[config.mk]
export PLATFORM = sky130hd
export DESIGN_NAME = open_zone_mru_tracker
export DESIGN_NICKNAME = d
export VERILOG_FILES = /design/src/rtl/ozm_pkg.sv /design/src/rtl/open_zone_mru_tracker.sv /design/src/rtl/ozm_cell.sv
export SDC_FILE = /design/constraint.sdc
export NUM_CORES = 1
export LEC_CHECK = 0
export BUFFER_PORTS_ARGS = -buffer_cell sky130_fd_sc_hd__buf_4
export CAP_MARGIN = 20
export CORE_AREA = 10 10 136 138
export DETAILED_ROUTE_END_ITERATION = 10
export DIE_AREA = 0 0 146 148
export GPL_ROUTABILITY_DRIVEN = 0
export PLACE_DENSITY_LB_ADDON = 0.2
export SETUP_SLACK_MARGIN = 0.15
export SLEW_MARGIN = 0
export SYNTH_ARGS = -nofsm -noshare
export SYNTH_HDL_FRONTEND = slang
export SYNTH_HIERARCHICAL = 1
export SYNTH_SLANG_ARGS = --single-unit
[constraint.sdc]
create_clock -name clk -period 5.64 [get_ports clk]
set_clock_uncertainty 0.15 [all_clocks]
set_input_delay 1.692 -clock clk [delete_from_list [all_inputs] [get_ports clk]]
set_output_delay 1.692 -clock clk [all_outputs]
set_load 0.02 [all_outputs]
[src/rtl/ozm_pkg.sv]
// Types and constants for the open zone MRU tracker
package ozm_pkg;

  localparam int IN_DATA_BITS  = 16;
  localparam int POS_BITS      = 3;
  localparam int COUNT_BITS    = 32;
  localparam int OUT_DATA_BITS = 40;

  localparam logic [COUNT_BITS-1:0] COUNT_MAX = '1;

  // Match state handed from one cell to the next, front of the list first
  typedef struct packed {
    logic                hit;
    logic [POS_BITS-1:0] pos;
  } ozm_link_t;

endpackage

[src/rtl/open_zone_mru_tracker.sv]
// Top level of the open zone MRU tracker: a row of list cells and the result register
//
//  channel  dir  beat contents (low bits first)
//  s_*      in   tdata[15:0] zone_id
//  m_*      out  tdata[0] hit, [3:1] hit_position, [35:4] opened_count, [39:36] zero
//
// One beat per cycle unless the result stalls: compare, forward match chain through
// the cells and shift settle in the accepting cycle; the result shows the cycle after.
// Input is taken whenever the result register is empty or being emptied.
// rst empties the list (valid bits only), zeroes the count and drops the result.
// A stalled result holds the list still; nothing is lost or repeated.
module open_zone_mru_tracker #(
  parameter int MAX_OPEN_ZONES = 8,
  parameter int ZONE_ID_BITS   = 16
) (
  input  logic                               clk,
  input  logic                               rst,
  input  logic                               s_tvalid,
  output logic                               s_tready,
  input  logic [ozm_pkg::IN_DATA_BITS-1:0]   s_tdata,   // zone_id
  output logic                               m_tvalid,
  input  logic                               m_tready,
  output logic [ozm_pkg::OUT_DATA_BITS-1:0]  m_tdata    // hit, hit_position, opened_count
);
  import ozm_pkg::*;

  localparam int KEEP_BITS = (ZONE_ID_BITS < IN_DATA_BITS) ? ZONE_ID_BITS : IN_DATA_BITS;

  logic                    step;
  logic [ZONE_ID_BITS-1:0] id;
  logic [ZONE_ID_BITS-1:0] entries [MAX_OPEN_ZONES+1];
  logic                    valids  [MAX_OPEN_ZONES+1];
  ozm_link_t               links   [MAX_OPEN_ZONES+1];
  logic [COUNT_BITS-1:0]   opened_total;
  logic [COUNT_BITS-1:0]   opened_total_next;
  logic                    out_hit;
  logic [POS_BITS-1:0]     out_pos;
  logic [COUNT_BITS-1:0]   out_count;

  assign s_tready = !m_tvalid || m_tready;
  assign step     = s_tvalid && s_tready;
  assign id       = ZONE_ID_BITS'(s_tdata[KEEP_BITS-1:0]);

  // Front of the chain: the new id enters slot 0 as valid
  assign entries[0] = id;
  assign valids[0]  = 1'b1;
  assign links[0]   = '0;

  for (genvar p = 0; p < MAX_OPEN_ZONES; p++) begin : g_cell
    ozm_cell #(
      .ID_BITS (ZONE_ID_BITS),
      .POS     (p)
    ) u_cell (
      .clk        (clk),
      .rst        (rst),
      .step       (step),
      .id         (id),
      .prev_entry (entries[p]),
      .prev_valid (valids[p]),
      .link_in    (links[p]),
      .link_out   (links[p+1]),
      .entry      (entries[p+1]),
      .valid      (valids[p+1])
    );
  end

  // Count grows on a miss, stops at its top
  assign opened_total_next = (links[MAX_OPEN_ZONES].hit || opened_total == COUNT_MAX) ?
                             opened_total : opened_total + 1'b1;

  always_ff @(posedge clk) begin
    if (rst) begin
      opened_total <= '0;
    end else if (step) begin
      opened_total <= opened_total_next;
    end
  end

  // Result register
  always_ff @(posedge clk) begin
    if (rst) begin
      m_tvalid <= 1'b0;
    end else if (step) begin
      m_tvalid <= 1'b1;
    end else if (m_tready) begin
      m_tvalid <= 1'b0;
    end
  end

  always_ff @(posedge clk) begin
    if (step) begin
      out_hit   <= links[MAX_OPEN_ZONES].hit;
      out_pos   <= links[MAX_OPEN_ZONES].pos;
      out_count <= opened_total_next;
    end
  end

  assign m_tdata = OUT_DATA_BITS'({out_count, out_pos, out_hit});

endmodule

[src/rtl/ozm_cell.sv]
// One list slot: holds a zone id and its valid bit, compares and shifts
module ozm_cell #(
  parameter int ID_BITS = 16,
  parameter int POS     = 0
) (
  input  logic                clk,
  input  logic                rst,
  input  logic                step,
  input  logic [ID_BITS-1:0]  id,
  input  logic [ID_BITS-1:0]  prev_entry,
  input  logic                prev_valid,
  input  ozm_pkg::ozm_link_t  link_in,
  output ozm_pkg::ozm_link_t  link_out,
  output logic [ID_BITS-1:0]  entry,
  output logic                valid
);
  import ozm_pkg::*;

  logic match;

  // Compare against the broadcast id; the first match ahead keeps priority
  assign match         = valid && (entry == id);
  assign link_out.hit  = link_in.hit | match;
  assign link_out.pos  = link_in.hit ? link_in.pos :
                         (match ? POS_BITS'(POS) : '0);

  // Take the neighbour's entry unless the id was found further forward
  always_ff @(posedge clk) begin
    if (rst) begin
      valid <= 1'b0;
    end else if (step && !link_in.hit) begin
      valid <= prev_valid;
    end
  end

  always_ff @(posedge clk) begin
    if (step && !link_in.hit) begin
      entry <= prev_entry;
    end
  end

endmodule

After elaboration in Yosys (flattened, before gate mapping)
Index checks and enable logic that the tools add are counted.
Widths: inputs -> output; s select.
{"block": "totals", "regBits": 205, "in_bits": 20}
{"block": "classes", "n_reduce_logical": 27, "add_sub_neg": 1, "muxes": 17, "eq_ne": 9, "bitwise": 7}
{"operator": "$eq 16x16->1", "count": 8}
{"operator": "$mux 3", "count": 11}
{"operator": "$add 32x1->32 const B", "count": 1}
{"operator": "$eq 32x32->1 const B", "count": 1}
{"operator": "$mux 32", "count": 1}
{"operator": "$logic_and 1x1->1", "count": 16}
{"operator": "$logic_not 1->1", "count": 8}
{"operator": "$or 1x1->1", "count": 7}
{"operator": "$mux 2", "count": 2}
{"operator": "$mux 1", "count": 3}
{"operator": "$logic_or 1x1->1", "count": 2}
{"operator": "$reduce_bool 2->1", "count": 1}

Logic depth before layout (Yosys ltp)
{"block": "logic_depth", "ltp_word": 11, "mapped_depth": 22, "depth_no_buf": 20}

Hierarchy
Netlist, hierarchy kept.
{"module": "open_zone_mru_tracker", "cells_each": 350, "seq_area_each_um2": 1741.7, "instances": 1, "area_per_inst_um2": 3585.9}
{"module": "ozm_cell at g_cell[5].u_cell ...", "cells_each": 49, "seq_area_each_um2": 500.5, "instances": 2, "area_per_inst_um2": 745.7}
{"module": "ozm_cell at g_cell[1].u_cell ...", "cells_each": 47, "seq_area_each_um2": 500.5, "instances": 2, "area_per_inst_um2": 732.0}
{"module": "ozm_cell at g_cell[3].u_cell", "cells_each": 51, "seq_area_each_um2": 500.5, "instances": 1, "area_per_inst_um2": 765.7}
{"module": "ozm_cell at g_cell[2].u_cell", "cells_each": 52, "seq_area_each_um2": 500.5, "instances": 1, "area_per_inst_um2": 753.2}
{"module": "ozm_cell at g_cell[7].u_cell", "cells_each": 50, "seq_area_each_um2": 500.5, "instances": 1, "area_per_inst_um2": 748.2}
{"module": "ozm_cell at g_cell[0].u_cell", "cells_each": 45, "seq_area_each_um2": 500.5, "instances": 1, "area_per_inst_um2": 718.2}

Worst setup path before layout
OpenSTA, ideal clock, no wires.
{"block": "synth_path", "kind": "input to register", "start": "in s_tdata[1] in the netlist's numbering", "end": "reg opened_total[25]", "slack_ns": 0.256, "arrival_time_ns": 5.110, "n_path_buf": 2, "path_stages": 22, "cell_sequence": "xnor2_1 nand4_1 nor3_1 a41o_1 o21bai_1 inv_1 o31ai_1 o21bai_1 o21bai_1 inv_1 o41ai_2 inv_1 o41ai_2 inv_1 o41ai_2 buf_6 nand3b_4 nor3_1 nand3_1 buf_2 nor4_1 mux2_1"}
{"element": "start: declaration", "line_no": "open_zone_mru_tracker.sv:20", "source": "input logic [ozm_pkg::IN_DATA_BITS-1:0] s_tdata,"}
{"element": "end signal: assignment", "line_no": "open_zone_mru_tracker.sv:75", "source": "opened_total <= opened_total_next;"}
{"element": "end: declaration", "line_no": "open_zone_mru_tracker.sv:34", "source": "logic [COUNT_BITS-1:0] opened_total;"}

==> impl_results.md <==
* Status: finished, final reports clean
* Share of layout cells above drive strength 1 at 0.158
* Clock tree buffer depth at 3
* Final setup fails at 0
* Drt wl/cell at 19.4 um
* GR Util All Layers at 0.187
* Synth Area in XOR/XNOR at 0.140
* Critical path fanouts, max at 9
* Post-synth top area share at 0.517
* Worst slew pin tran at 1.12 ns
* Worst skew pair latency at 0.50 ns
* Fillers at 1094
* Total CTS buffers at 21
* FMAX at 0.196 GHz
* Power density over the cells at 299 nW/um^2
* Synth Area in Compound Gates at 0.0579
* WHS at about 0.31 ns
* Mux contribution to synthesized area at 0.0169
* Number of global-route vias before repair at 6074
* Pwr Total at 3.25 mW
* Max-slew violation count at 0
* Gate Count Post-Synth at 740
* Setup Buffers After CTS at 0
* Reg2Reg Depth at 21
* Layout area overhead at 14.2%
* Crit path kind: input port to register
* Final hold viol count at 0
* Clock Tree Root: clkbuf_16
* Ports at between 60 and 70
* Area contributors post-synth: edfxtp_1 (52%), xnor2_1 (8.6%), dfxtp_1 (8.6%)
* CP startpoint: s_tdata[1]
* Initial core utilization at 0.606
* Total gr overflow at 0
* Clock slew seen by the registers of the worst setup and hold paths at 0.06 ns
* ANT cells at 0
* Critical Path AT at 5.35 ns
* Min Clock Period, post-route at 5.11 ns
* LEAKAGE at about 3.8 nW
* Commonest cells in the netlist: edfxtp_1 (164), xnor2_1 (94), xor2_1 (58), dfxtp_1 (41), nand2_1 (38)
* Crit end category: register
* 1st-pass router iterations at 6
* CTS tree: yes
* CP Data Required Time at 5.88 ns
* Port Buf Inserts at 57
* Die Wd at 146 um
* Post-synthesis cell type count at 54
* Row cnt at between 40 and 50
* DP Area at 10200 um^2
* Min-delay worst type: register to register
* Die area at between 20000 and 25000 um^2
* Max Cap Viol at 0
* Mapped Avg Cell Area at 12.9 um^2
* Via density at 5.84
* Initial antenna violation count at 0
* Ys async rst share at 0
* NumNets Final at 843
* Largest family of logic cells by synthesized area: simple AND/OR/NAND/NOR gates
* Setup TNS Final at 0 ns
* FF-to-FF Start: g_cell[0].u_cell/entry[1]
* Post-synthesis sequential area ratio at 0.603
* Synth Cell Area at 9530 um^2
* First-pass GRT wire length at 32.9 mm
* Rel. slew slack at 0.255
* Peak supply drop at about 0.23 mV
* Worst setup path end: opened_total[17]
* Number of synthesized flops with an enable pin at 164
* H-Tree Depth at 1
* Antenna-violating nets left at 0
* DRC marker count from the first detailed-route iteration at just over 700
* Yosys reg bits at around 200
* Drt total wl at 20.4 mm
* Largest net degree at the start of global routing at 50
* Warnings from Yosys at 6
* Total core area at 15700 um^2
* DRC Markers at 0
* Vias at 6152
* R2r setup slk at 1.50 ns
* Cell taking the most area after synthesis: edfxtp_1
* Die Span Y at 148 um
* RSZ-0062 raised after global routing: true
* Design Area, Final at approximately 11000 um^2
* Ys flop type: edfxtp_1
* CTS Sinks at 205
* Reg-to-reg endpoint: opened_total[17]
* Tcrit/Tclk final at 0.905
* Simple-gate share of the synthesized area at 0.156
* Startpoint Class: input port
* Top-count cell post-synth: edfxtp_1
* Post-Synth Adder-Cell Area at 0.00131
* DP HPWL at 14.5 mm
## stage by stage
step	setup slack [ns]	util	cells
after floorplan	0.256	-	751
after global placement	0.112	0.651	1015
after detailed placement	-0.0261	0.651	1015
after CTS	0.495	0.692	1053
after global routing	0.134	0.692	1053
final	0.534	0.692	1053
## report_power, final
group	switching (mW)	internal (mW)	leakage [nW]
registers	0.0293	1.69	1.88
clock network	0.557	0.739	0.309
logic	0.146	0.0934	1.63
total	0.733	2.52	3.82
## final cells by class
type                            instances  area, um^2  area share
Clock inverter                         14        90.1     0.00828
Multi-Input combinational cell        504        3600       0.331
Sequential cell                       205        5750       0.528
Tap cell                              216         270      0.0249
Clock buffer                           24         547      0.0503
Timing Repair Buffer                   76         571      0.0525
Inverter                               14        52.6     0.00483
## cell families (layout without fill, tap and decap cells)
group	count (synthesis)	after routing
DFF	205	205
buffers and inverters	42	128
muxes	15	15
xor gates and xnor gates	152	152
AOI/OAI and AO/OA	79	79
other	2	13
and+or+nand+nor	244	244
adders and majority gates	1	1
## routing by layer
layer | track usage | vias to the layer above | share of wire
li1 | - | 2899 | -
met1 | 0.251 | 2962 | 0.43
met2 | 0.298 | 248 | 0.47
met3 | 0.0342 | 43 | 0.072
met4 | 0.0671 | 0 | 0.029
met5 | 0 | - | 0
## flip-flops by register name, indices dropped and copies added, names as in the netlist
name and count:
g_cell.u_cell/entry 128, out_pos 3, m_tvalid 1, out_hit 1, g_cell.u_cell/valid 8, out_count 32
opened_total 32
## worst max-delay path, cell delays in order
cell      delay, ns
buf_4          0.17
xnor2_1        0.15
nand4_1        0.12
nor3_1         0.08
a41o_1         0.26
o21bai_1       0.17
inv_1          0.08
o31ai_1        0.08
o21bai_1       0.19
o21bai_1       0.19
inv_1          0.07
o41ai_2        0.10
inv_1          0.09
o41ai_2        0.12
inv_1          0.10
o41ai_2        0.09
nand3b_4       0.20
nor3_1         0.32
buf_4          0.20
nand2_1        0.13
nor4_1         0.42
mux2_4         0.33
## worst min path at each step
stage	startpoint	to	slack, ns	cells past startpoint
detailed placement	g_cell[1].u_cell/entry[9]	g_cell[2].u_cell/entry[9]	0.31	0
global route	g_cell[3].u_cell/entry[14]	g_cell[4].u_cell/entry[14]	0.32	0
floorplan	g_cell[3].u_cell/entry[3]	g_cell[4].u_cell/entry[3]	0.29	0
CTS	g_cell[4].u_cell/entry[7]	g_cell[5].u_cell/entry[7]	0.31	0
global placement	g_cell[0].u_cell/entry[0]	g_cell[1].u_cell/entry[0]	0.30	0
finish	g_cell[4].u_cell/entry[7]	g_cell[5].u_cell/entry[7]	0.31	0
## cell usage in the layout (no fill, tap or decap), drive strengths merged, types with 17 or more instances in the layout
cell	netlist	final
nor2	35	35
o31ai	28	28
or4	33	33
dfxtp	41	41
clkbuf	9	24
nand4	36	36
nand3	17	17
nand2	38	38
xnor2	94	94
buf	19	76
edfxtp	164	164
a21oi	27	27
xor2	58	58
## what timing repair did
| action | CTS | global route |
|---|---|---|
| hold buffers | 0 | 0 |
| gates resized for setup | 0 | 1 |
| endpoints found under the setup margin | 0 | 2 |
Note: power is estimated with default switching activity, not from simulation.
